**src/sv/energy_turn_scheduler_core_defines.svh**
```systemverilog
// Assertion macros for the turn scheduler
`ifndef ENERGY_TURN_SCHEDULER_CORE_DEFINES_SVH
`define ENERGY_TURN_SCHEDULER_CORE_DEFINES_SVH
`ifndef SYNTHESIS
`define ETS_ASSERT_IMPL(lbl, clk, rst_n, ante, cons) \
    lbl: assert property (@(posedge clk) disable iff (!rst_n) (ante) |-> (cons)) \
        else $error("assertion failed");
`define ETS_ASSERT_NEXT(lbl, clk, rst_n, ante, cons) \
    lbl: assert property (@(posedge clk) disable iff (!rst_n) (ante) |=> (cons)) \
        else $error("assertion failed");
`else
`define ETS_ASSERT_IMPL(lbl, clk, rst_n, ante, cons)
`define ETS_ASSERT_NEXT(lbl, clk, rst_n, ante, cons)
`endif
`endif

```
**src/sv/ets_pkg.sv**
```systemverilog
// ----------------------------------------------------------------------------
// ets_pkg
// Types and codes shared by the turn scheduler modules.
// ----------------------------------------------------------------------------
`default_nettype none
package ets_pkg;
    typedef enum logic [2:0] {
        FN_ENQUEUE = 3'd0, FN_REMOVE = 3'd1, FN_NEXT = 3'd2, FN_REQUEUE = 3'd3,
        FN_GET_ENERGY = 3'd4, FN_CONTAINS = 3'd5, FN_IS_EMPTY = 3'd6,
        FN_SNAPSHOT = 3'd7
    } t_func;

    localparam logic [2:0] ST_OK        = 3'd0;
    localparam logic [2:0] ST_DUPLICATE = 3'd1;
    localparam logic [2:0] ST_NOT_QUEUED = 3'd2;
    localparam logic [2:0] ST_EMPTY     = 3'd3;
    localparam logic [2:0] ST_FULL      = 3'd4;

    localparam int MAX_RESULTS = 16;
    localparam logic [14:0] THRESHOLD_RESET = 15'd100;

    typedef struct packed {
        logic [2:0]         func;
        logic [31:0]        actor_id;
        logic signed [15:0] energy;
    } t_in_item;

    typedef struct packed {
        logic [2:0]         status;
        logic [31:0]        result_id;
        logic signed [31:0] current_energy;
        logic [31:0]        ticks_until_ready;
        logic               flag;
        logic               last;
    } t_out_item;

    typedef struct packed {
        logic [31:0]        id;
        logic signed [15:0] start_energy;
        logic [31:0]        stamp_time;
        logic [31:0]        sequence_num;
    } t_entry;

    function automatic logic [31:0] f_ready(input t_entry e, input logic [14:0] thr);
        logic signed [17:0] need;
        logic [32:0]        sum;
        need = $signed({3'b000, thr}) - 18'($signed(e.start_energy));
        if (need < 0) begin
            need = '0;
        end
        sum = {1'b0, e.stamp_time} + 33'(unsigned'(need));
        return sum[32] ? 32'hFFFF_FFFF : sum[31:0];
    endfunction

    function automatic logic [31:0] f_energy(input t_entry e, input logic [31:0] gt);
        logic signed [34:0] v;
        v = 35'($signed(e.start_energy)) + $signed({3'b000, gt})
            - $signed({3'b000, e.stamp_time});
        if (v > 35'sd2147483647) begin
            return 32'h7FFF_FFFF;
        end else if (v < -35'sd2147483648) begin
            return 32'h8000_0000;
        end
        return v[31:0];
    endfunction
endpackage
`default_nettype wire

```
**src/sv/ets_entry_ram.sv**
```systemverilog
// ----------------------------------------------------------------------------
// ets_entry_ram
// Entry table: one write port, one registered read port.
// ----------------------------------------------------------------------------
`default_nettype none
module ets_entry_ram import ets_pkg::*; #(
    parameter int CAPACITY = 16
) (
    input  wire logic                        i_clk,
    input  wire logic                        i_we,
    input  wire logic [$clog2(CAPACITY)-1:0] i_waddr,
    input  wire t_entry                      i_wdata,
    input  wire logic [$clog2(CAPACITY)-1:0] i_raddr,
    output t_entry                           o_rdata
);
    t_entry r_mem [CAPACITY];

    always_ff @(posedge i_clk) begin
        if (i_we) begin
            r_mem[i_waddr] <= i_wdata;
        end
        o_rdata <= r_mem[i_raddr];
    end
endmodule
`default_nettype wire

```
**src/sv/energy_turn_scheduler_core.sv**
```systemverilog
// ----------------------------------------------------------------------------
// energy_turn_scheduler_core
// Energy-based turn scheduler over a table of actor entries.
// ----------------------------------------------------------------------------
// Usage: items enter on i_in_valid/o_in_ready as a t_in_item; results leave
// on o_out_valid/i_out_ready as t_out_item, last set on the final one. The
// threshold is written through i_cfg_valid/o_cfg_ready while idle and no
// item is offered.
// One item is handled at a time. Each item scans the entry memory one slot
// per cycle (one read port, registered data). Next, get_energy and snapshot
// add a read-back of the chosen entry before each result is built; the next
// input is taken once the result is in the output register. Snapshot scans
// again for each result listed, up to 16 results, waiting on transfers.
// Each result is held in an output register until transferred; a stalled
// receiver holds the block before the next result is built. Reset clears
// valid bits, time and sequence and sets the threshold to THRESHOLD_RESET;
// no clearing pass is needed.
// ----------------------------------------------------------------------------
`default_nettype none
`include "energy_turn_scheduler_core_defines.svh"
module energy_turn_scheduler_core import ets_pkg::*; #(
    parameter int CAPACITY = 16
) (
    input  wire logic        i_clk,
    input  wire logic        i_rst_n,
    input  wire logic        i_in_valid,
    output logic             o_in_ready,
    input  wire t_in_item    i_in_data,
    output logic             o_out_valid,
    input  wire logic        i_out_ready,
    output t_out_item        o_out_data,
    input  wire logic        i_cfg_valid,
    output logic             o_cfg_ready,
    input  wire logic [14:0] i_cfg_data
);
    localparam int AW = $clog2(CAPACITY);
    localparam int CW = $clog2(CAPACITY + 1);
    localparam int RW = $clog2(MAX_RESULTS + 1);

    typedef enum logic [2:0] {S_IDLE, S_SCAN, S_DECIDE, S_READ, S_EMIT, S_OUT} t_state;

    t_state           r_state, n_state;
    t_in_item         r_item;
    logic [CAPACITY-1:0] r_valid, r_used;
    logic [14:0]      r_thr;
    logic [31:0]      r_gtime, r_nseq;
    logic [CW-1:0]    r_cnt;
    logic [AW-1:0]    r_rd_idx;
    logic             r_found, r_has_free, r_has_best;
    logic [AW-1:0]    r_found_slot, r_free_slot, r_best_slot;
    logic [31:0]      r_found_seq;
    logic [31:0]      r_best_ready, r_best_seq;
    logic [RW-1:0]    r_nout;
    t_out_item        r_out, n_out;
    logic             r_out_valid, n_out_valid;

    logic             we;
    logic [AW-1:0]    waddr, raddr;
    t_entry           wdata, rdata;

    ets_entry_ram #(.CAPACITY(CAPACITY)) u_ram (
        .i_clk(i_clk), .i_we(we), .i_waddr(waddr), .i_wdata(wdata),
        .i_raddr(raddr), .o_rdata(rdata)
    );

    assign o_in_ready  = (r_state == S_IDLE);
    assign o_cfg_ready = (r_state == S_IDLE) && !i_in_valid;
    assign o_out_valid = r_out_valid;
    assign o_out_data  = r_out;

    logic        scan_live;
    logic [31:0] rd_ready;
    logic        rd_cand, rd_better;
    logic        cnt_top;
    logic        out_hold;

    assign out_hold = r_out_valid && !i_out_ready;

    always_comb begin
        cnt_top   = (r_cnt == CW'(CAPACITY));
        raddr     = (r_state == S_IDLE) ? '0
                  : (r_state == S_DECIDE || r_state == S_READ) ? r_best_slot
                  : AW'(r_cnt);
        scan_live = (r_state == S_SCAN) && (r_cnt != '0);
        rd_ready  = f_ready(rdata, r_thr);
        rd_cand   = r_valid[r_rd_idx] && !r_used[r_rd_idx];
        rd_better = !r_has_best || (rd_ready < r_best_ready)
                  || (rd_ready == r_best_ready && rdata.sequence_num < r_best_seq);
        we    = 1'b0;
        waddr = r_found_slot;
        wdata = rdata;
        if (r_state == S_DECIDE && !out_hold) begin
            if (r_item.func == FN_ENQUEUE && !r_found && r_has_free) begin
                we    = 1'b1;
                waddr = r_free_slot;
                wdata = '{id: r_item.actor_id, start_energy: r_item.energy,
                          stamp_time: r_gtime, sequence_num: r_nseq};
            end else if (r_item.func == FN_REQUEUE && r_found) begin
                we    = 1'b1;
                wdata = '{id: r_item.actor_id, start_energy: r_item.energy,
                          stamp_time: r_gtime, sequence_num: r_found_seq};
            end
        end
    end

    always_comb begin
        n_state     = r_state;
        n_out       = r_out;
        n_out_valid = r_out_valid;
        if (r_out_valid && i_out_ready) begin
            n_out_valid = 1'b0;
        end
        unique case (r_state)
            S_IDLE: begin
                if (i_in_valid) begin
                    n_state = S_SCAN;
                end
            end
            S_SCAN: begin
                if (cnt_top) begin
                    n_state = S_DECIDE;
                end
            end
            S_DECIDE: begin
                if (!out_hold) begin
                    n_out = '{status: ST_OK, result_id: '0, current_energy: '0,
                              ticks_until_ready: '0, flag: 1'b0, last: 1'b1};
                    n_state = S_OUT;
                    unique case (r_item.func)
                        FN_ENQUEUE: begin
                            if (r_found) n_out.status = ST_DUPLICATE;
                            else if (!r_has_free) n_out.status = ST_FULL;
                        end
                        FN_REMOVE, FN_REQUEUE: begin
                            if (!r_found) n_out.status = ST_NOT_QUEUED;
                        end
                        FN_CONTAINS: n_out.flag = r_found;
                        FN_IS_EMPTY: n_out.flag = (r_valid == '0);
                        FN_GET_ENERGY: begin
                            if (!r_found) n_out.status = ST_NOT_QUEUED;
                            else n_state = S_READ;
                        end
                        FN_NEXT, FN_SNAPSHOT: begin
                            if (!r_has_best) begin
                                if (r_nout == '0) n_out.status = ST_EMPTY;
                                else n_state = S_IDLE;
                            end else begin
                                n_state = S_READ;
                            end
                        end
                        default: ;
                    endcase
                end
            end
            S_READ: n_state = S_EMIT;
            S_EMIT: begin
                n_out = '{status: ST_OK, result_id: '0,
                          current_energy: f_energy(rdata, r_gtime),
                          ticks_until_ready: '0, flag: 1'b0, last: 1'b1};
                if (r_item.func != FN_GET_ENERGY) begin
                    n_out.result_id = rdata.id;
                    n_out.ticks_until_ready = (r_best_ready > r_gtime)
                                            ? r_best_ready - r_gtime : '0;
                end
                if (r_item.func == FN_SNAPSHOT) begin
                    n_out.last = (r_nout == RW'(MAX_RESULTS - 1))
                               || ((r_valid & ~r_used & ~(CAPACITY'(1) << r_best_slot))
                                   == '0);
                end
                n_state = S_OUT;
            end
            S_OUT: begin
                if (!r_out_valid || i_out_ready) begin
                    n_out_valid = 1'b1;
                    if (r_item.func == FN_SNAPSHOT && !r_out.last) begin
                        n_state = S_SCAN;
                    end else begin
                        n_state = S_IDLE;
                    end
                end
            end
            default: n_state = S_IDLE;
        endcase
    end

    always_ff @(posedge i_clk) begin
        if (!i_rst_n) begin
            r_state     <= S_IDLE;
            r_valid     <= '0;
            r_thr       <= THRESHOLD_RESET;
            r_gtime     <= '0;
            r_nseq      <= '0;
            r_out_valid <= 1'b0;
        end else begin
            r_state     <= n_state;
            r_out       <= n_out;
            r_out_valid <= n_out_valid;
            unique case (r_state)
                S_IDLE: begin
                    if (i_cfg_valid && o_cfg_ready) begin
                        r_thr <= i_cfg_data;
                    end
                    if (i_in_valid) begin
                        r_item     <= i_in_data;
                        r_used     <= '0;
                        r_nout     <= '0;
                        r_cnt      <= '0;
                        r_found    <= 1'b0;
                        r_has_free <= 1'b0;
                        r_has_best <= 1'b0;
                    end
                end
                S_SCAN: begin
                    // slot r_rd_idx data arrives this cycle
                    if (scan_live) begin
                        if (r_valid[r_rd_idx] && rdata.id == r_item.actor_id) begin
                            r_found      <= 1'b1;
                            r_found_slot <= r_rd_idx;
                            r_found_seq  <= rdata.sequence_num;
                        end
                        if (!r_valid[r_rd_idx] && !r_has_free) begin
                            r_has_free  <= 1'b1;
                            r_free_slot <= r_rd_idx;
                        end
                        if (rd_cand && rd_better) begin
                            r_has_best   <= 1'b1;
                            r_best_slot  <= r_rd_idx;
                            r_best_ready <= rd_ready;
                            r_best_seq   <= rdata.sequence_num;
                        end
                    end
                    r_rd_idx <= AW'(r_cnt);
                    r_cnt    <= r_cnt + 1'b1;
                end
                S_DECIDE: begin
                    if (!out_hold) begin
                        unique case (r_item.func)
                            FN_ENQUEUE: begin
                                if (!r_found && r_has_free) begin
                                    r_valid[r_free_slot] <= 1'b1;
                                    r_nseq <= r_nseq + 32'd1;
                                end
                            end
                            FN_REMOVE: begin
                                if (r_found) r_valid[r_found_slot] <= 1'b0;
                            end
                            FN_GET_ENERGY: begin
                                if (r_found) r_best_slot <= r_found_slot;
                            end
                            FN_NEXT: begin
                                if (r_has_best) r_gtime <= r_best_ready;
                            end
                            default: ;
                        endcase
                    end
                end
                S_EMIT: begin
                    if (r_item.func == FN_SNAPSHOT) begin
                        r_used[r_best_slot] <= 1'b1;
                        r_nout <= r_nout + 1'b1;
                    end
                end
                S_OUT: begin
                    if ((!r_out_valid || i_out_ready)
                        && r_item.func == FN_SNAPSHOT && !r_out.last) begin
                        r_cnt      <= '0;
                        r_has_best <= 1'b0;
                    end
                end
                default: ;
            endcase
        end
    end

    `ETS_ASSERT_IMPL(a_idle_ready, i_clk, i_rst_n, o_in_ready, r_state == S_IDLE)
    `ETS_ASSERT_NEXT(a_out_hold, i_clk, i_rst_n, out_hold, o_out_valid && $stable(o_out_data))
    `ETS_ASSERT_IMPL(a_one_write, i_clk, i_rst_n, we, r_state == S_DECIDE)
    `ETS_ASSERT_NEXT(a_accept_scan, i_clk, i_rst_n, i_in_valid && o_in_ready, r_state == S_SCAN)
endmodule
`default_nettype wire
```
**config.mk**
```make
export PLATFORM = sky130hd
export DESIGN_NAME = energy_turn_scheduler_core
export DESIGN_NICKNAME = d
export VERILOG_FILES = /design/src/sv/ets_pkg.sv /design/src/sv/ets_entry_ram.sv /design/src/sv/energy_turn_scheduler_core.sv
export VERILOG_INCLUDE_DIRS = /design/src /design/src/sv
export SDC_FILE = /design/constraint.sdc
export NUM_CORES = 2
export LEC_CHECK = 0
export BUFFER_PORTS_ARGS = -buffer_cell sky130_fd_sc_hd__buf_2
export CORE_MARGIN = 1.5
export CORE_UTILIZATION = 50
export CTS_BUF_LIST = sky130_fd_sc_hd__clkbuf_8
export DETAILED_ROUTE_END_ITERATION = 7
export GPL_TIMING_DRIVEN = 0
export PLACE_DENSITY_LB_ADDON = 0.2
export SLEW_MARGIN = 40
export SYNTH_ARGS = -nofsm -noshare
export SYNTH_HDL_FRONTEND = slang
export SYNTH_SLANG_ARGS = --single-unit
```
**constraint.sdc**
```tcl
create_clock -name i_clk -period 15.2 [get_ports i_clk]
set_input_delay 2.28 -clock i_clk [delete_from_list [all_inputs] [get_ports i_clk]]
set_output_delay 2.28 -clock i_clk [all_outputs]
set_load 0.005 [all_outputs]
```
==> key figures <==
Floorplanning
  • Starting density of the core: 50.30%
  • Core ar.: roughly 190000 µm²
  • Die area: 196200 µm²
  • Std-Cell Rows: ~160
  • Num ports: 175
  • Die W: 442.9 µm
  • Die H: between 400 and 500 µm

GRT
  • Total gr overflow: 0
  • GRT Total Usage: 28.29%
  • Initial antenna violation count: 14
  • Largest net degree at the start of global routing: 33
  • Vias in the first global route: 63790
  • First-pass GRT wire length: 413.6 mm

Placed design
  • Final GP Congestion: 0.8844
  • PortBufs: 174
  • Post-DP HPWL: 203.7 mm
  • Placed Area: 104500 µm²

CTS
  • Reg clk slew, reported paths: 70 ps
  • Post-CTS resize count: 0
  • Post-CTS setup buffer count: 0
  • CTS max path bufs: 4
  • CTS root buffer: clkbuf_8
  • TritonCTS clock tree: built
  • Clock sink total: 2296
  • Worst-Skew Late Latency: 1090 ps
  • Hold-fix buffers, CTS: 0
  • Max H-tree Level: 5
  • CTS buffer count: around 380

Timing
  • Setup-failing EPs final: 0
  • Final hold viol count: 0
  • Pins Over Slew Limit: 0
  • Worst slew pin tran: roughly 900 ps
  • Max Freq: around 88 MHz
  • RSZ-0062 raised after global routing: false
  • Relative slew slack: around two fifths
  • Fin Hold WS: 474.4 ps
  • Min Tclk post-route: 11310 ps
  • Period utilization: 74.44%
  • Clock Skew: 75.13 ps

Worst setup path
  • Worst path required time: 15910 ps
  • Data arrival, critical path: 12030 ps
  • Max stage delay on crit path: around 670 ps
  • Most frequent CP cell: o21ai_0
  • CP Max Fanout: 32
  • Worst setup EP type: flip-flop
  • Kind of critical path: reg2reg
  • Critical path's slowest cell: a21boi_0
  • Startpoint types: flip-flop

Synthesis
  • Avg Cell Area, Syn: between 10 and 15 µm²
  • Ys flop type: edfxtp_1
  • Async S/R FF share, synth: 0%
  • Area of the mapped netlist: 96760 µm²
  • Syn nets: 8103
  • Synth area leaders: edfxtp_1, nand2_1, dfxtp_1, nand3_1, ha_1
  • Cell with the most instances after synthesis: edfxtp_1
  • Synth area leader: edfxtp_1
  • #FFs+latches synth: 2296
  • Top cells by count, synth: edfxtp_1, nand2_1, nand3_1
  • Top cell type's share of synthesized area: 64.71%
  • Sequential fraction of the synthesis area: between 60% and 70%
  • Count of different cell masters after synthesis: 78
  • Post-Synthesis Cells: 7831
  • EDFF count, synth: 2085
  • Synthesis Warnings: 0

Finish
  • Finished Core Util: 57.95%
  • Fraction of layout instances using a drive strength above 1: 11.70%
  • Area Overhead vs Synth: 15.21%
  • Design area: 111500 µm²
  • Nets@finish: 8826

Detailed routing
  • Overall routed net length: 282.8 mm
  • DRT Pass-1 Iters: 6
  • Drt initial violations: 8105
  • Via count: 66860
  • Wire per inst: 24.89 µm
  • Via/cell ratio: 5.885
  • Routed Antenna Nets: 0
  • DRC violations left: 0

Power
  • Final Total Pwr: roughly 14000 µW
  • VDD IR max: 0.1093 mV
  • Leakage: 0.04008 µW
  • Power Density: about 130 nW/µm²

Hold path
  • Min-delay worst type: reg2reg

Run status
  • Status: complete, no violations

Run
  • Max-cap viol count: 0
## metrics by stage
| step | setup WS (ps) | TNS [ps] | cells |
|---|---|---|---|
| finish | 3885 | 0 | 11360 |
| global route | 3300 | 0 | 11360 |
| CTS | 3718 | 0 | 11360 |
| detailed placement | 3788 | 0 | 10700 |
| global placement | -1170 | -114850 | 10530 |
| floorplan | 4426 | 0 | 7831 |
## area by class of cell
class / count / area, µm²
inverters: 204 / 765.7
fillers: 15330 / 80900
multi-input cells: 4862 / 27760
clock inverters: 252 / 1328
clock buffers: 407 / 5602
well taps: 2526 / 3161
repair buffers: 340 / 4161
plain buffers: 469 / 1848
flip-flops and latches: 2296 / 66830
diodes: 6 / 15.01
## where the power goes
| part | internal [µW] | switching, µW |
|---|---|---|
| Sequential | 7190 | 98.6 |
| Clock | 2650 | 2430 |
| Combinational | 643 | 1380 |
## critical path, delay by kind of cell (launching register included)
kind | cells | cell delay (ps)
buffers and inverters | 4 | 1570
and+or+nand+nor | 12 | 3110
DFF | 1 | 300
adders and majority gates | 4 | 1400
AOI/OAI and AO/OA | 15 | 4520
## metal layers
metal  track usage [%]  vias to the layer above  routed length [µm]  share of wire (%)
met5                 0                        -                   0                  0
met4             10.99                        0               11130                3.9
met3             5.168                      523               25930                9.2
met2             44.49                     3367              131100                 46
met1             39.19                    32780              114600                 41
li1                  -                    30190                   -                  -
## cell usage in the layout, fill, tap and decap left out, types with 17 or more instances in the layout
cell      instances
a31oi_1         133
inv_1           329
clkbuf_2         44
o21ai_2          19
clkinv_2         34
nor2b_1          29
clkbuf_8        407
xor2_1           42
buf_2           181
a311o_1         113
fa_1             35
a21oi_1         116
a21boi_0         69
o21ai_0         105
nor2_4           17
buf_1            35
xnor2_1          97
nand3_1         623
edfxtp_1       2085
nand4_1          34
nor3_1           29
a21o_1           63
nand2_1        2066
clkbuf_1        379
buf_8            75
clkinv_1         73
nor2_1          179
mux2_2           63
dfxtp_1         211
and2_1           36
buf_16           71
a311oi_1        226
o22ai_1          35
nor2_2           34
ha_1            166
and3_1          291
a211oi_1         19
nand2b_1         17
## cell families (layout without fill, tap and decap cells)
| kind of cell | count (synthesis) | count (layout) | synth area share (%) |
|---|---|---|---|
| mux | 78 | 78 | 1.018 |
| fa+ha+maj | 201 | 201 | 2.871 |
| xor+xnor | 139 | 139 | 1.258 |
| buf+inv | 673 | 1672 | 2.634 |
| flops | 2296 | 2296 | 69.07 |
| simple gates | 3419 | 3419 | 15.41 |
| compound gates | 1025 | 1025 | 7.739 |
| other cells | 0 | 6 | 0 |
## flip-flops by register name, indices dropped and copies added, names as in the netlist, 51 cells and up
| signal | count |
|---|---|
| r_item | 51 |
| o_out_data | 101 |
| u_ram.r_mem | 1792 |
| u_ram.o_rdata | 112 |
## final timing paths
path	from	end	slack, ps	cells past startpoint
max	u_ram.o_rdata[66]$_DFF_P_	r_best_ready[25]$_DFFE_PP_	3890	35
min	u_ram.o_rdata[8]$_DFF_P_	r_found_seq[8]$_DFFE_PP_	470	0
max reg2reg	u_ram.o_rdata[66]$_DFF_P_	r_best_ready[25]$_DFFE_PP_	3890	35
min reg2reg	u_ram.o_rdata[8]$_DFF_P_	r_found_seq[8]$_DFFE_PP_	470	0
(Power assumes the default switching activity.)
